<file path="config.mk">
export PLATFORM = sky130hd
export DESIGN_NAME = ftp_reply_code_parser_top
export DESIGN_NICKNAME = d
export VERILOG_FILES = /design/src/sv/frcp_pkg.sv /design/src/sv/frcp_parse.sv /design/src/sv/frcp_out_reg.sv /design/src/sv/ftp_reply_code_parser_top.sv
export VERILOG_INCLUDE_DIRS = /design/src /design/src/sv
export SDC_FILE = /design/constraint.sdc
export NUM_CORES = 1
export LEC_CHECK = 0
export BUFFER_PORTS_ARGS = -buffer_cell sky130_fd_sc_hd__buf_4
export CAP_MARGIN = 40
export CORE_MARGIN = 5
export CORE_UTILIZATION = 50
export CTS_CLUSTER_DIAMETER = 80
export DETAILED_ROUTE_END_ITERATION = 8
export PLACE_DENSITY_LB_ADDON = 0.3
export REMOVE_ABC_BUFFERS = 1
export SLEW_MARGIN = 20
export SYNTH_ARGS = -nofsm -noshare
export SYNTH_HDL_FRONTEND = slang
export SYNTH_SLANG_ARGS = --single-unit
</file>
<file path="constraint.sdc">
create_clock -name clock -period 6.43 [get_ports clock]
set_clock_uncertainty 0.2 [all_clocks]
set_input_delay 1.6075 -clock clock [delete_from_list [all_inputs] [get_ports clock]]
set_output_delay 1.6075 -clock clock [all_outputs]
set_load 0.01 [all_outputs]
</file>
<file path="src/sv/assert_macros.svh">
// Assertion helpers for the RTL; frcp_parse.sv includes them.
`ifndef ASSERT_MACROS_SVH
`define ASSERT_MACROS_SVH

// Property must hold at every rising clock edge outside reset.
`define ASSERT_AT(lbl, clk, rst, prop, msg) \
   lbl: assert property (@(posedge clk) disable iff (rst) (prop)) else $error(msg);

// Condition must never be seen at a rising clock edge outside reset.
`define ASSERT_NEVER(lbl, clk, rst, cond, msg) \
   lbl: assert property (@(posedge clk) disable iff (rst) !(cond)) else $error(msg);

`endif

</file>
<file path="src/sv/frcp_pkg.sv">
`default_nettype none

package frcp_pkg;

   // Characters that steer the parse.
   localparam logic [7:0] CHAR_LINE_FEED = 8'd10;
   localparam logic [7:0] CHAR_DASH      = 8'h2D;
   localparam logic [7:0] CHAR_SPACE     = 8'h20;
   localparam logic [7:0] CHAR_ZERO      = 8'h30;
   localparam logic [7:0] CHAR_NINE      = 8'h39;

   // Line positions.
   localparam logic [2:0] POS_CODE_END = 3'd3;   // bytes in a reply code
   localparam logic [2:0] POS_SAT      = 3'd4;   // first-line saturation point
   localparam logic [2:0] POS_NO_CLOSE = 3'd5;   // later line that cannot close

   // Code limits.
   localparam logic [9:0] CODE_MIN      = 10'd100;
   localparam logic [9:0] CODE_FINAL_LO = 10'd200;

   // Register map, indexed by word address.
   localparam logic REG_DROP_PRELIM = 1'b0;

   typedef enum logic [1:0] {
      PHASE_FIRST = 2'b01,
      PHASE_LATER = 2'b10
   } phase_type;

   typedef struct packed {
      logic       valid;
      logic [9:0] code;
      logic       malformed;
   } result_type;

   function automatic logic is_digit(input logic [7:0] b);
      return (b >= CHAR_ZERO) && (b <= CHAR_NINE);
   endfunction

endpackage

`default_nettype wire

</file>
<file path="src/sv/frcp_parse.sv">
`default_nettype none

module frcp_parse (
   input  wire logic                 clock,
   input  wire logic                 reset,
   input  wire logic                 step_en,
   input  wire logic [7:0]           reply_byte,
   input  wire logic                 drop_preliminary,
   output frcp_pkg::result_type      result
);

   frcp_pkg::phase_type phase_ff, phase_in;
   logic [2:0]          pos_ff, pos_in;
   logic [23:0]         code_ff, code_in;
   logic                bad_ff, bad_in;
   logic                multi_ff, multi_in;
   logic                close_ff, close_in;

   logic       restart;
   logic       good_done;
   logic [9:0] code_val;
   logic [7:0] want;
   logic       byte_digit;

   // Stored code bytes are digits whenever a good reply finishes, so the
   // low nibble of each byte is its digit value.
   assign code_val = 10'(code_ff[19:16]) * 10'd100
                   + 10'(code_ff[11:8]) * 10'd10
                   + 10'(code_ff[3:0]);

   assign byte_digit = frcp_pkg::is_digit(reply_byte);

   always_comb begin
      case (pos_ff)
         3'd0:    want = code_ff[23:16];
         3'd1:    want = code_ff[15:8];
         default: want = code_ff[7:0];
      endcase
   end

   always_comb begin
      phase_in  = phase_ff;
      pos_in    = pos_ff;
      code_in   = code_ff;
      bad_in    = bad_ff;
      multi_in  = multi_ff;
      close_in  = close_ff;
      restart   = 1'b0;
      good_done = 1'b0;
      result    = '0;

      if (step_en) begin
         case (phase_ff)
            frcp_pkg::PHASE_FIRST: begin
               if (reply_byte == frcp_pkg::CHAR_LINE_FEED) begin
                  if ((pos_ff < frcp_pkg::POS_CODE_END) || bad_ff) begin
                     restart          = 1'b1;
                     result.valid     = 1'b1;
                     result.malformed = 1'b1;
                  end else if (multi_ff) begin
                     phase_in = frcp_pkg::PHASE_LATER;
                     pos_in   = '0;
                     close_in = 1'b0;
                  end else begin
                     good_done = 1'b1;
                  end
               end else begin
                  if (pos_ff < frcp_pkg::POS_CODE_END) begin
                     if (!byte_digit ||
                         ((pos_ff == 3'd0) && (reply_byte == frcp_pkg::CHAR_ZERO))) begin
                        bad_in = 1'b1;
                     end
                     code_in = {code_ff[15:0], reply_byte};
                  end else if (pos_ff == frcp_pkg::POS_CODE_END) begin
                     if (byte_digit) begin
                        bad_in = 1'b1;
                     end else if (reply_byte == frcp_pkg::CHAR_DASH) begin
                        multi_in = 1'b1;
                     end
                  end
                  if (pos_ff < frcp_pkg::POS_SAT) begin
                     pos_in = pos_ff + 3'd1;
                  end
               end
            end
            default: begin
               if (reply_byte == frcp_pkg::CHAR_LINE_FEED) begin
                  if (close_ff) begin
                     good_done = 1'b1;
                  end else begin
                     pos_in   = '0;
                     close_in = 1'b0;
                  end
               end else if (pos_ff < frcp_pkg::POS_CODE_END) begin
                  pos_in = (reply_byte == want) ? pos_ff + 3'd1 : frcp_pkg::POS_NO_CLOSE;
               end else if (pos_ff == frcp_pkg::POS_CODE_END) begin
                  if (reply_byte == frcp_pkg::CHAR_SPACE) begin
                     close_in = 1'b1;
                     pos_in   = frcp_pkg::POS_SAT;
                  end else begin
                     pos_in = frcp_pkg::POS_NO_CLOSE;
                  end
               end
            end
         endcase

         if (good_done) begin
            restart = 1'b1;
            if (!(drop_preliminary && (code_val >= frcp_pkg::CODE_MIN) &&
                  (code_val < frcp_pkg::CODE_FINAL_LO))) begin
               result.valid = 1'b1;
               result.code  = code_val;
            end
         end

         if (restart) begin
            phase_in = frcp_pkg::PHASE_FIRST;
            pos_in   = '0;
            code_in  = '0;
            bad_in   = 1'b0;
            multi_in = 1'b0;
            close_in = 1'b0;
         end
      end
   end

   always_ff @(posedge clock) begin
      if (reset) begin
         phase_ff <= frcp_pkg::PHASE_FIRST;
         pos_ff   <= '0;
         code_ff  <= '0;
         bad_ff   <= 1'b0;
         multi_ff <= 1'b0;
         close_ff <= 1'b0;
      end else begin
         phase_ff <= phase_in;
         pos_ff   <= pos_in;
         code_ff  <= code_in;
         bad_ff   <= bad_in;
         multi_ff <= multi_in;
         close_ff <= close_in;
      end
   end

`include "assert_macros.svh"

   `ASSERT_AT(a_bad_code_zero, clock, reset, (result.valid && result.malformed) |-> (result.code == '0), "malformed result with nonzero code")
   `ASSERT_AT(a_good_code_range, clock, reset, (result.valid && !result.malformed) |-> ((result.code >= frcp_pkg::CODE_MIN) && (result.code <= 10'd999)), "good result code out of range")
   `ASSERT_NEVER(a_pos_range, clock, reset, pos_ff > frcp_pkg::POS_NO_CLOSE, "line position beyond no-close mark")
   `ASSERT_AT(a_later_is_clean, clock, reset, (phase_ff == frcp_pkg::PHASE_LATER) |-> (multi_ff && !bad_ff), "later line without a good multi-line first line")

endmodule

`default_nettype wire

</file>
<file path="src/sv/frcp_out_reg.sv">
`default_nettype none

module frcp_out_reg (
   input  wire logic                 clock,
   input  wire logic                 reset,
   input  wire logic                 load,
   input  wire frcp_pkg::result_type result,
   output logic                      can_load,
   output logic                      rsp_tvalid,
   input  wire logic                 rsp_tready,
   output logic [15:0]               rsp_tdata,
   output logic                      rsp_tuser
);

   logic       valid_ff, valid_in;
   logic [9:0] code_ff;
   logic       bad_ff;

   assign can_load = !valid_ff || rsp_tready;

   always_comb begin
      if (load) begin
         valid_in = 1'b1;
      end else if (rsp_tready) begin
         valid_in = 1'b0;
      end else begin
         valid_in = valid_ff;
      end
   end

   always_ff @(posedge clock) begin
      if (reset) begin
         valid_ff <= 1'b0;
      end else begin
         valid_ff <= valid_in;
      end
   end

   always_ff @(posedge clock) begin
      if (load) begin
         code_ff <= result.code;
         bad_ff  <= result.malformed;
      end
   end

   assign rsp_tvalid = valid_ff;
   assign rsp_tdata  = {6'd0, code_ff};
   assign rsp_tuser  = bad_ff;

endmodule

`default_nettype wire

</file>
<file path="src/sv/ftp_reply_code_parser_top.sv">
// Channel   Direction  Payload
// req_      in         tdata[7:0] = reply_byte
// rsp_      out        tdata[9:0] = reply_code, tuser = malformed
// csr_      in (APB)   word 0 bit 0 = drop_preliminary
//
// Each byte is held in the input register and is parsed the cycle it leaves
// it; one byte per cycle is sustained while rsp_ is not back-pressured. A
// result is registered from the parse and can be taken at the next edge.
// Reset is synchronous and returns the parser to the start of a reply with
// drop_preliminary set. When the result register is full and not taken, the
// parser stalls and one more byte is still accepted into the input register.
`default_nettype none

module ftp_reply_code_parser_top (
   input  wire logic        clock,
   input  wire logic        reset,

   input  wire logic        req_tvalid,
   output logic             req_tready,
   input  wire logic [7:0]  req_tdata,    // [7:0] reply_byte

   output logic             rsp_tvalid,
   input  wire logic        rsp_tready,
   output logic [15:0]      rsp_tdata,    // [9:0] reply_code, [15:10] zero
   output logic             rsp_tuser,    // [0] malformed

   input  wire logic        csr_psel,
   input  wire logic        csr_penable,
   input  wire logic        csr_pwrite,
   input  wire logic [2:0]  csr_paddr,
   input  wire logic [31:0] csr_pwdata,
   output logic [31:0]      csr_prdata,
   output logic             csr_pready
);

   // Input register: holds one byte until the parser can take it.
   logic       in_valid_ff, in_valid_in;
   logic [7:0] in_byte_ff;
   logic       req_fire;
   logic       step;
   logic       can_load;

   // The configuration register.
   logic drop_ff, drop_in;
   logic csr_write;

   frcp_pkg::result_type result;

   assign req_fire   = req_tvalid && req_tready;
   // A byte is parsed only when the result register has room, so a result
   // produced by it can always be stored.
   assign step       = in_valid_ff && can_load;
   assign req_tready = !in_valid_ff || step;

   always_comb begin
      if (req_fire) begin
         in_valid_in = 1'b1;
      end else if (step) begin
         in_valid_in = 1'b0;
      end else begin
         in_valid_in = in_valid_ff;
      end
   end

   always_ff @(posedge clock) begin
      if (reset) begin
         in_valid_ff <= 1'b0;
      end else begin
         in_valid_ff <= in_valid_in;
      end
   end

   always_ff @(posedge clock) begin
      if (req_fire) begin
         in_byte_ff <= req_tdata;
      end
   end

   // Register write completes on the APB access cycle; pready is tied high.
   assign csr_pready = 1'b1;
   assign csr_write  = csr_psel && csr_penable && csr_pwrite && csr_pready;

   always_comb begin
      drop_in = drop_ff;
      if (csr_write && (csr_paddr[2] == frcp_pkg::REG_DROP_PRELIM)) begin
         drop_in = csr_pwdata[0];
      end
   end

   always_ff @(posedge clock) begin
      if (reset) begin
         drop_ff <= 1'b1;
      end else begin
         drop_ff <= drop_in;
      end
   end

   assign csr_prdata = (csr_paddr[2] == frcp_pkg::REG_DROP_PRELIM) ? {31'd0, drop_ff} : '0;

   // Reply recognizer: state and per-byte next-state logic.
   frcp_parse u_parse (
      .clock            (clock),
      .reset            (reset),
      .step_en          (step),
      .reply_byte       (in_byte_ff),
      .drop_preliminary (drop_ff),
      .result           (result)
   );

   // Result register on the rsp_ channel.
   frcp_out_reg u_out (
      .clock      (clock),
      .reset      (reset),
      .load       (step && result.valid),
      .result     (result),
      .can_load   (can_load),
      .rsp_tvalid (rsp_tvalid),
      .rsp_tready (rsp_tready),
      .rsp_tdata  (rsp_tdata),
      .rsp_tuser  (rsp_tuser)
   );

endmodule

`default_nettype wire

</file>
==> flow_summary.html, run 1 <==
<table>
<tr><th>Metric</th><th>Value</th></tr>
<tr><th colspan="2">CTS</th></tr>
<tr><td>Cell at the root of the clock tree</td><td>sky130_fd_sc_hd__clkbuf_8</td></tr>
<tr><td>Cts bufs inserted</td><td>5</td></tr>
<tr><td>CTS tree</td><td>built</td></tr>
<tr><td>Clock-pin transition on the worst setup and hold timing paths</td><td>0.10 ns</td></tr>
<tr><td>Clk buf depth</td><td>2</td></tr>
<tr><td>Setup repair bufs after CTS</td><td>0</td></tr>
<tr><td>Count of cells resized by post-cts repair</td><td>0</td></tr>
<tr><td>Number of buffers added to fix hold violations after cts</td><td>0</td></tr>
<tr><td>H-tree depth reported by CTS</td><td>2</td></tr>
<tr><td>Worst-skew pair later-pin latency</td><td>0.31 ns</td></tr>
<tr><td>Number of clock sinks</td><td>54</td></tr>
<tr><th colspan="2">Placed design</th></tr>
<tr><td>Number of buffers added on ports</td><td>30</td></tr>
<tr><td>Worst setup timing slack at the placement stage</td><td>2.097 ns</td></tr>
<tr><td>HPWL reported at the end of detailed placement</td><td>4604 um</td></tr>
<tr><td>GP Congestion</td><td>0.8488</td></tr>
<tr><td>Dpl cell area</td><td>3412 um2</td></tr>
<tr><th colspan="2">Synthesis</th></tr>
<tr><td>Yosys cell types</td><td>42</td></tr>
<tr><td>Flops &amp; latches, synth</td><td>54</td></tr>
<tr><td>Most used DFF post-synth</td><td>sky130_fd_sc_hd__dfxtp_1</td></tr>
<tr><td>Mapped cell area</td><td>3277 um2</td></tr>
<tr><td>Post-synthesis sequential area ratio</td><td>38.79%</td></tr>
<tr><td>Number of enable flip-flop cells after synthesis</td><td>19</td></tr>
<tr><td>Number of warnings reported in the yosys synthesis log</td><td>0</td></tr>
<tr><td>Ys async rst share</td><td>0%</td></tr>
<tr><td>Gate count of the mapped netlist</td><td>333</td></tr>
<tr><td>Synthesized area per cell</td><td>9.841 um2</td></tr>
<tr><th colspan="2">Global route</th></tr>
<tr><td>Global-route wire length before repair</td><td>10490 um</td></tr>
<tr><td>Antenna violations before repair</td><td>0</td></tr>
<tr><td>Number of global-route vias before repair</td><td>2268</td></tr>
<tr><td>Maximum number of pins on one net before global-route repair</td><td>25</td></tr>
<tr><td>GRT Resource Usage Total</td><td>15.06%</td></tr>
<tr><td>Gr ovfl total</td><td>0</td></tr>
<tr><th colspan="2">Floorplan</th></tr>
<tr><td>Height of the die</td><td>90.96 um</td></tr>
<tr><td>Die outline width</td><td>90.96 um</td></tr>
<tr><td>Standard-cell row count</td><td>29</td></tr>
<tr><td>Die footprint</td><td>8273 um2</td></tr>
<tr><td>Core ar.</td><td>6350 um2</td></tr>
<tr><td>Num ports</td><td>102</td></tr>
<tr><td>Starting density of the core</td><td>51.61%</td></tr>
<tr><th colspan="2">Worst setup path</th></tr>
<tr><td>Cells along the critical path</td><td>ha_1 -&gt; ha_1 -&gt; inv_1 -&gt; fa_1 -&gt; inv_1 -&gt; ha_1 -&gt; ha_1 -&gt; a21o_1 -&gt; a21oi_1 -&gt; o21ai_1 -&gt; xnor2_1 -&gt; mux2i_1 -&gt; a41o_1 -&gt; nand2b_1</td></tr>
<tr><td>Setup slack of the worst register-to-register path</td><td>2.08 ns</td></tr>
<tr><td>Most frequent CP cell</td><td>sky130_fd_sc_hd__ha_1</td></tr>
<tr><td>Arrival time of the worst setup path</td><td>4.10 ns</td></tr>
<tr><td>Maximum fanout count along the critical path</td><td>11</td></tr>
<tr><td>Required time at the worst-slack endpoint</td><td>6.19 ns</td></tr>
<tr><td>CP peak stage delay</td><td>0.46 ns</td></tr>
<tr><td>Slowest cell on crit path</td><td>sky130_fd_sc_hd__dfxtp_1</td></tr>
<tr><td>Launching point of the worst reg2reg path</td><td>u_parse.code_ff[9]</td></tr>
<tr><td>Critical path class</td><td>flop to flop</td></tr>
<tr><td>Launch point of the worst path</td><td>u_parse.code_ff[9]</td></tr>
<tr><td>Family of cells with the greatest summed delay on the critical path</td><td>adder cells</td></tr>
<tr><td>Path length in cells of the critical path</td><td>14</td></tr>
<tr><td>Register-to-Register Path Depth</td><td>14</td></tr>
<tr><td>Type of element launching the critical path</td><td>flop</td></tr>
<tr><td>Count of buffer and inverter cells on the critical path</td><td>2</td></tr>
<tr><td>Endpoint class of the critical path</td><td>flop</td></tr>
<tr><th colspan="2">STA</th></tr>
<tr><td>Post-route clock period utilization</td><td>67.59%</td></tr>
<tr><td>Slew @ Worst Pin</td><td>0.5705 ns</td></tr>
<tr><td>Final Max Slew Viols</td><td>0</td></tr>
<tr><td>Count of endpoints failing hold in the final timing report</td><td>0</td></tr>
<tr><td>Number of setup violations in the final report</td><td>0</td></tr>
<tr><td>Normalized max-slew margin</td><td>61.43%</td></tr>
<tr><td>Final worst hold slack</td><td>0.2884 ns</td></tr>
<tr><td>Fmax</td><td>230.1 MHz</td></tr>
<tr><td>Worst-case setup margin in the final layout</td><td>2.084 ns</td></tr>
<tr><td>Final critical delay including setup and external delays</td><td>4.346 ns</td></tr>
<tr><td>Total Negative Setup Slacks</td><td>0 ns</td></tr>
<tr><td>Unrepaired setup endpoints after global routing</td><td>false</td></tr>
<tr><th colspan="2">Layout</th></tr>
<tr><td>Net total in the final layout</td><td>441</td></tr>
<tr><td>Number of antenna cells inserted</td><td>0</td></tr>
<tr><td>Area taken by flip-flops and latches</td><td>1271 um2</td></tr>
<tr><td>Fraction of layout instances using a drive strength above 1</td><td>12.22%</td></tr>
<tr><td>Area occupied by multi-input gates</td><td>1725 um2</td></tr>
<tr><td>Layout overhead on the synthesized area</td><td>7.675%</td></tr>
<tr><td>Fin area</td><td>3528 um2</td></tr>
<tr><td>Number of inserted filler cells in the final layout</td><td>572</td></tr>
<tr><th colspan="2">Routing</th></tr>
<tr><td>Total DRC errors in the routed layout</td><td>0</td></tr>
<tr><td>Detail-routed via count per cell</td><td>5.391</td></tr>
<tr><td>Total number of vias</td><td>2356</td></tr>
<tr><td>1st-iter DRT viols</td><td>151</td></tr>
<tr><td>Number of nets with antenna violations after routing</td><td>0</td></tr>
<tr><td>Wire per inst</td><td>14.05 um</td></tr>
<tr><td>Total wirelength of the detailed-routed design</td><td>6138 um</td></tr>
<tr><td>1st-pass router iterations</td><td>4</td></tr>
<tr><th colspan="2">Power</th></tr>
<tr><td>Leakage Power</td><td>1.557 nW</td></tr>
<tr><td>Maximum ir drop on the vdd rail</td><td>0.1467 mV</td></tr>
<tr><td>PnR Total Power</td><td>0.0006765 W</td></tr>
<tr><td>Power per standard cell area</td><td>191.7 nW/um2</td></tr>
<tr><th colspan="2">Hold path</th></tr>
<tr><td>Beginning of the worst hold path</td><td>u_parse.bad_ff</td></tr>
<tr><td>Path class of the lowest-slack min-delay path</td><td>flop to flop</td></tr>
<tr><td>Cell depth of the worst min-delay path</td><td>1</td></tr>
<tr><th colspan="2">Outcome</th></tr>
<tr><td>Result of the run</td><td>finished, final reports clean</td></tr>
<tr><th colspan="2">Flow run</th></tr>
<tr><td>MaxCap Viol Count</td><td>0</td></tr>
</table>
[path summary, 6_finish.rpt]
path | end
max reg2reg | u_out.code_ff[0]
min reg2reg | u_parse.bad_ff
min | u_parse.bad_ff
max | u_out.code_ff[0]
[state kept, by name (all words and copies together), names as in the netlist]
name,flops
drop_ff,1
in_byte_ff,8
in_valid_ff,1
u_out.code_ff,10
u_out.rsp_tuser,1
u_out.rsp_tvalid,1
u_parse.bad_ff,1
u_parse.close_ff,1
u_parse.code_ff,24
u_parse.multi_ff,1
u_parse.phase_ff,2
u_parse.pos_ff,3
[cell usage in the layout (no fill, tap or decap), drive strengths merged, types with 2 or more instances in the layout]
cell     n
a211o    2
a211oi   3
a21o     3
a21oi   16
a22o    31
a22oi    8
a31oi    5
and2     2
buf     32
clkbuf   7
conb    38
dfxtp   35
edfxtp  19
fa       5
ha      27
inv     21
nand2   18
nand2b   2
nand3    3
nand4    2
nor2    25
nor2b    8
nor3     4
nor4     5
o21a     3
o21ai    7
o21bai   2
or3      2
xnor2   14
xor2     4
[routing by layer]
layer | track usage [%] | share of wire (%) | vias to the layer above
met1 | 18.89 | 44 | 1111
li1 | - | - | 1158
met2 | 25.84 | 49 | 71
met4 | 5.623 | 2.3 | 0
met5 | 0 | 0 | -
met3 | 2.645 | 5.0 | 16
[power breakdown]
group | leakage, nW | switching, W | internal (W)
clock | 0.0585 | 0.000109 | 0.000127
sequential | 0.457 | 0.0000130 | 0.000362
combinational | 1.04 | 0.0000399 | 0.0000251
total | 1.56 | 0.000162 | 0.000515
[cell type report]
type / count / area share, %
clock buffer: 7 / 2.447
clock inverter: 1 / 0.8511
inverter: 21 / 2.234
multi-input combinational: 245 / 48.90
sequential: 54 / 36.03
tap: 77 / 2.730
timing repair buffer: 32 / 6.809
[cells in the mapped netlist (all sizes together), types with 5 or more instances]
master	number	area share, %
dfxtp	35	21
a22oi	8	2.1
ha	27	10
nor4	5	0.95
inv	21	2.4
clkbuf	5	0.57
fa	5	3.1
nand2	18	2.1
a21oi	16	2.4
buf	44	9.9
nor2	25	2.9
a22o	31	8.3
xnor2	14	3.7
nor2b	8	1.5
edfxtp	19	17
a31oi	5	0.95
o21ai	7	1.1
[stage by stage]
step,cells,utilization [%]
finish,437,55.57
global route,437,55.57
CTS,437,55.57
detailed placement,429,53.73
global placement,429,53.73
floorplan,320,-
[cell families (layout without fill, tap and decap cells)]
| logic type | Yosys count | count (layout) | share of synthesized area [%] |
|---|---|---|---|
| AOI/OAI and AO/OA | 83 | 83 | 19.09 |
| xor gates and xnor gates | 18 | 18 | 4.811 |
| other | 2 | 38 | 0.2292 |
| muxes | 1 | 1 | 0.3055 |
| buffers and inverters | 70 | 61 | 12.87 |
| adders and majority gates | 32 | 32 | 13.36 |
| DFF | 54 | 54 | 38.79 |
| and+or+nand+nor | 73 | 73 | 10.54 |
Note: power is estimated with default switching activity, not from simulation.
==> run 2, diff against run 1 <==
clock period = 4.4 ns   (was 6.43 ns; I/O delays follow)
==> run 2 against run 1 <==
  * Fmax grew 4.7%
  * Non-clock buffer count grew 1
  * Sequential share of layout area fell by 0.19 points
  * Count of clock-buffer cells in the layout fell by 1
  * First-iteration DRC count down 30%
  * Sequential cell count is the same
  * Die area is the same
  * Worst hold slack got worse by 0.0084 ns
  * Worst setup slack worse by 1.8 ns
  * Register-to-register slack got worse by 1.8 ns
  * Critical endpoint unchanged
  * Highest routed layer unchanged
==> flow_summary.html, run 2 (synthesis gave the netlist of run 1 again) <==
<table>
<tr><th>Metric</th><th>Value</th></tr>
<tr><th colspan="2">Outcome</th></tr>
<tr><td>Result of the run</td><td>finished, final reports clean</td></tr>
<tr><th colspan="2">Power</th></tr>
<tr><td>PnR Total Power</td><td>0.001003 W</td></tr>
<tr><td>Relative contribution of combinational cells to total power</td><td>9.5%</td></tr>
<tr><td>Switching power share of the total</td><td>23.35%</td></tr>
<tr><td>Flop pwr share</td><td>54.7%</td></tr>
<tr><td>Net load switching power</td><td>0.0002341 W</td></tr>
<tr><td>Maximum ir drop on the vdd rail</td><td>0.1956 mV</td></tr>
<tr><td>Internal power</td><td>0.0007686 W</td></tr>
<tr><td>Power per standard cell area</td><td>282.7 nW/um2</td></tr>
<tr><td>Leakage Power</td><td>1.567 nW</td></tr>
<tr><td>Clk network pwr share</td><td>35.9%</td></tr>
<tr><th colspan="2">Worst setup path</th></tr>
<tr><td>Maximum fanout count along the critical path</td><td>11</td></tr>
<tr><td>Cells along the critical path</td><td>ha_1 -&gt; ha_1 -&gt; inv_1 -&gt; fa_1 -&gt; inv_1 -&gt; ha_1 -&gt; ha_1 -&gt; a21o_1 -&gt; a21oi_1 -&gt; o21ai_1 -&gt; xnor2_1 -&gt; mux2i_1 -&gt; a41o_1 -&gt; nand2b_1</td></tr>
<tr><td>Arrival time of the worst setup path</td><td>3.90 ns</td></tr>
<tr><td>Launch point of the worst path</td><td>u_parse.code_ff[11]</td></tr>
<tr><td>Count of buffer and inverter cells on the critical path</td><td>2</td></tr>
<tr><td>Required time at the worst-slack endpoint</td><td>4.15 ns</td></tr>
<tr><td>Family of cells with the greatest summed delay on the critical path</td><td>adder cells</td></tr>
<tr><td>Most frequent CP cell</td><td>sky130_fd_sc_hd__ha_1</td></tr>
<tr><td>Critical path class</td><td>flop to flop</td></tr>
<tr><td>Slowest cell on crit path</td><td>sky130_fd_sc_hd__dfxtp_1</td></tr>
<tr><td>Launching point of the worst reg2reg path</td><td>u_parse.code_ff[11]</td></tr>
<tr><td>CP peak stage delay</td><td>0.45 ns</td></tr>
<tr><td>Endpoint class of the critical path</td><td>flop</td></tr>
<tr><td>Type of element launching the critical path</td><td>flop</td></tr>
<tr><th colspan="2">Floorplan</th></tr>
<tr><td>Die outline width</td><td>90.96 um</td></tr>
<tr><td>Core ar.</td><td>6350 um2</td></tr>
<tr><td>Standard-cell row count</td><td>29</td></tr>
<tr><td>Height of the die</td><td>90.96 um</td></tr>
<tr><td>Die footprint</td><td>8273 um2</td></tr>
<tr><td>Starting density of the core</td><td>51.61%</td></tr>
<tr><td>Num ports</td><td>102</td></tr>
<tr><th colspan="2">Routing</th></tr>
<tr><td>Total number of vias</td><td>2319</td></tr>
<tr><td>Total DRC errors in the routed layout</td><td>0</td></tr>
<tr><td>1st-iter DRT viols</td><td>106</td></tr>
<tr><td>Total wirelength of the detailed-routed design</td><td>6085 um</td></tr>
<tr><td>Detail-routed via count per cell</td><td>5.295</td></tr>
<tr><td>1st-pass router iterations</td><td>4</td></tr>
<tr><td>Number of nets with antenna violations after routing</td><td>0</td></tr>
<tr><td>Wire per inst</td><td>13.89 um</td></tr>
<tr><th colspan="2">STA</th></tr>
<tr><td>Final Max Slew Viols</td><td>0</td></tr>
<tr><td>Unrepaired setup endpoints after global routing</td><td>false</td></tr>
<tr><td>Final critical delay including setup and external delays</td><td>4.152 ns</td></tr>
<tr><td>Post-route clock period utilization</td><td>94.37%</td></tr>
<tr><td>Slew @ Worst Pin</td><td>0.6351 ns</td></tr>
<tr><td>Number of setup violations in the final report</td><td>0</td></tr>
<tr><td>Total Negative Setup Slacks</td><td>0 ns</td></tr>
<tr><td>Normalized max-slew margin</td><td>57.06%</td></tr>
<tr><td>Fmax</td><td>240.8 MHz</td></tr>
<tr><td>Final worst hold slack</td><td>0.2800 ns</td></tr>
<tr><td>Count of endpoints failing hold in the final timing report</td><td>0</td></tr>
<tr><th colspan="2">Layout</th></tr>
<tr><td>Max FFs per register</td><td>24</td></tr>
<tr><td>Largest registers</td><td>u_parse.code_ff x24, u_out.code_ff x10, in_byte_ff x8</td></tr>
<tr><td>Most used cells in the layout excluding fill and tap cells</td><td>sky130_fd_sc_hd__conb_1, sky130_fd_sc_hd__dfxtp_1, sky130_fd_sc_hd__buf_4</td></tr>
<tr><td>Top reg by flops</td><td>u_parse.code_ff</td></tr>
<tr><td>Number of antenna cells inserted</td><td>0</td></tr>
<tr><td>Area occupied by multi-input gates</td><td>1725 um2</td></tr>
<tr><td>Net total in the final layout</td><td>442</td></tr>
<tr><td>Number of inserted filler cells in the final layout</td><td>567</td></tr>
<tr><td>Most common cell after layout, fill and taps aside</td><td>sky130_fd_sc_hd__conb_1</td></tr>
<tr><td>Filler-free cell count of the finished design</td><td>438</td></tr>
<tr><td>Area taken by flip-flops and latches</td><td>1271 um2</td></tr>
<tr><td>Fraction of layout instances using a drive strength above 1</td><td>12.47%</td></tr>
<tr><td>Layout overhead on the synthesized area</td><td>8.247%</td></tr>
<tr><th colspan="2">Global route</th></tr>
<tr><td>Number of global-route vias before repair</td><td>2169</td></tr>
<tr><td>Global-route wire length before repair</td><td>10270 um</td></tr>
<tr><td>Gr ovfl total</td><td>0</td></tr>
<tr><td>GRT Resource Usage Total</td><td>14.80%</td></tr>
<tr><td>Antenna violations before repair</td><td>0</td></tr>
<tr><td>Maximum number of pins on one net before global-route repair</td><td>25</td></tr>
<tr><th colspan="2">Hold path</th></tr>
<tr><td>Path class of the lowest-slack min-delay path</td><td>flop to flop</td></tr>
<tr><td>Beginning of the worst hold path</td><td>u_parse.bad_ff</td></tr>
<tr><th colspan="2">Placed design</th></tr>
<tr><td>HPWL reported at the end of detailed placement</td><td>4662 um</td></tr>
<tr><td>Number of buffers added on ports</td><td>30</td></tr>
<tr><td>Count of placed standard cells including taps</td><td>430</td></tr>
<tr><td>GP Congestion</td><td>0.8544</td></tr>
<tr><th colspan="2">CTS</th></tr>
<tr><td>Clk buf depth</td><td>2</td></tr>
<tr><td>H-tree depth reported by CTS</td><td>2</td></tr>
<tr><td>Clock-pin transition on the worst setup and hold timing paths</td><td>0.09 ns</td></tr>
<tr><td>Cts bufs inserted</td><td>5</td></tr>
<tr><td>CTS tree</td><td>built</td></tr>
<tr><td>Number of clock sinks</td><td>54</td></tr>
<tr><td>Cell at the root of the clock tree</td><td>sky130_fd_sc_hd__clkbuf_8</td></tr>
<tr><td>Count of cells resized by post-cts repair</td><td>0</td></tr>
<tr><td>Number of buffers added to fix hold violations after cts</td><td>0</td></tr>
<tr><td>Worst-skew pair later-pin latency</td><td>0.30 ns</td></tr>
<tr><td>Setup repair bufs after CTS</td><td>0</td></tr>
<tr><th colspan="2">Flow run</th></tr>
<tr><td>MaxCap Viol Count</td><td>0</td></tr>
</table>
==> run 2: cell types whose count changed in the layout (fill, tap and decap cells not counted), sizes merged <==
| cell | change |
|---|---|
| buf | +1 |
| clkbuf | -1 |
| clkinv | +1 |
==> run 2: metrics by stage <==
step | utilization [%] | setup WS (ns) | area (um2)
global placement | 53.85 | 0.3546 | 3420
CTS | 55.86 | 0.2332 | 3547
floorplan | - | 0.5273 | 3069
finish | 55.86 | 0.2476 | 3547
detailed placement | 53.85 | 0.2652 | 3420
global route | 55.86 | 0.06495 | 3547
==> run 2: power groups by stage <==
stage                     clock network (W)  registers [W]  logic (W)
after floorplan                           0       0.000554  0.0000666
after global placement                    0       0.000559  0.0000929
after detailed placement                  0       0.000560  0.0000942
after CTS                          0.000369       0.000548  0.0000942
after global routing               0.000389       0.000551   0.000107
final                              0.000360       0.000548  0.0000949
==> run 2: routing by layer <==
metal / vias to the layer above / track usage (%) / wire [um]
li1: 1159 / - / -
met1: 1093 / 18.77 / 2583
met2: 60 / 25.60 / 3062
met3: 7 / 2.727 / 359
met4: 0 / 4.401 / 80
met5: - / 0 / 0
==> run 2: cell type report <==
class / instances / area share [%]
multi-input combinational: 245 / 48.64
inverter: 21 / 2.222
tap: 77 / 2.716
clock inverter: 2 / 0.9524
clock buffer: 6 / 2.646
sequential: 54 / 35.84
timing repair buffer: 33 / 6.984
==> run 2: path summary, 6_finish.rpt <==
path	endpoint	cells past startpoint	slack (ns)
max	u_out.code_ff[0]	14	0.25
min	u_parse.bad_ff	1	0.28
max reg2reg	u_out.code_ff[0]	14	0.25
min reg2reg	u_parse.bad_ff	1	0.28
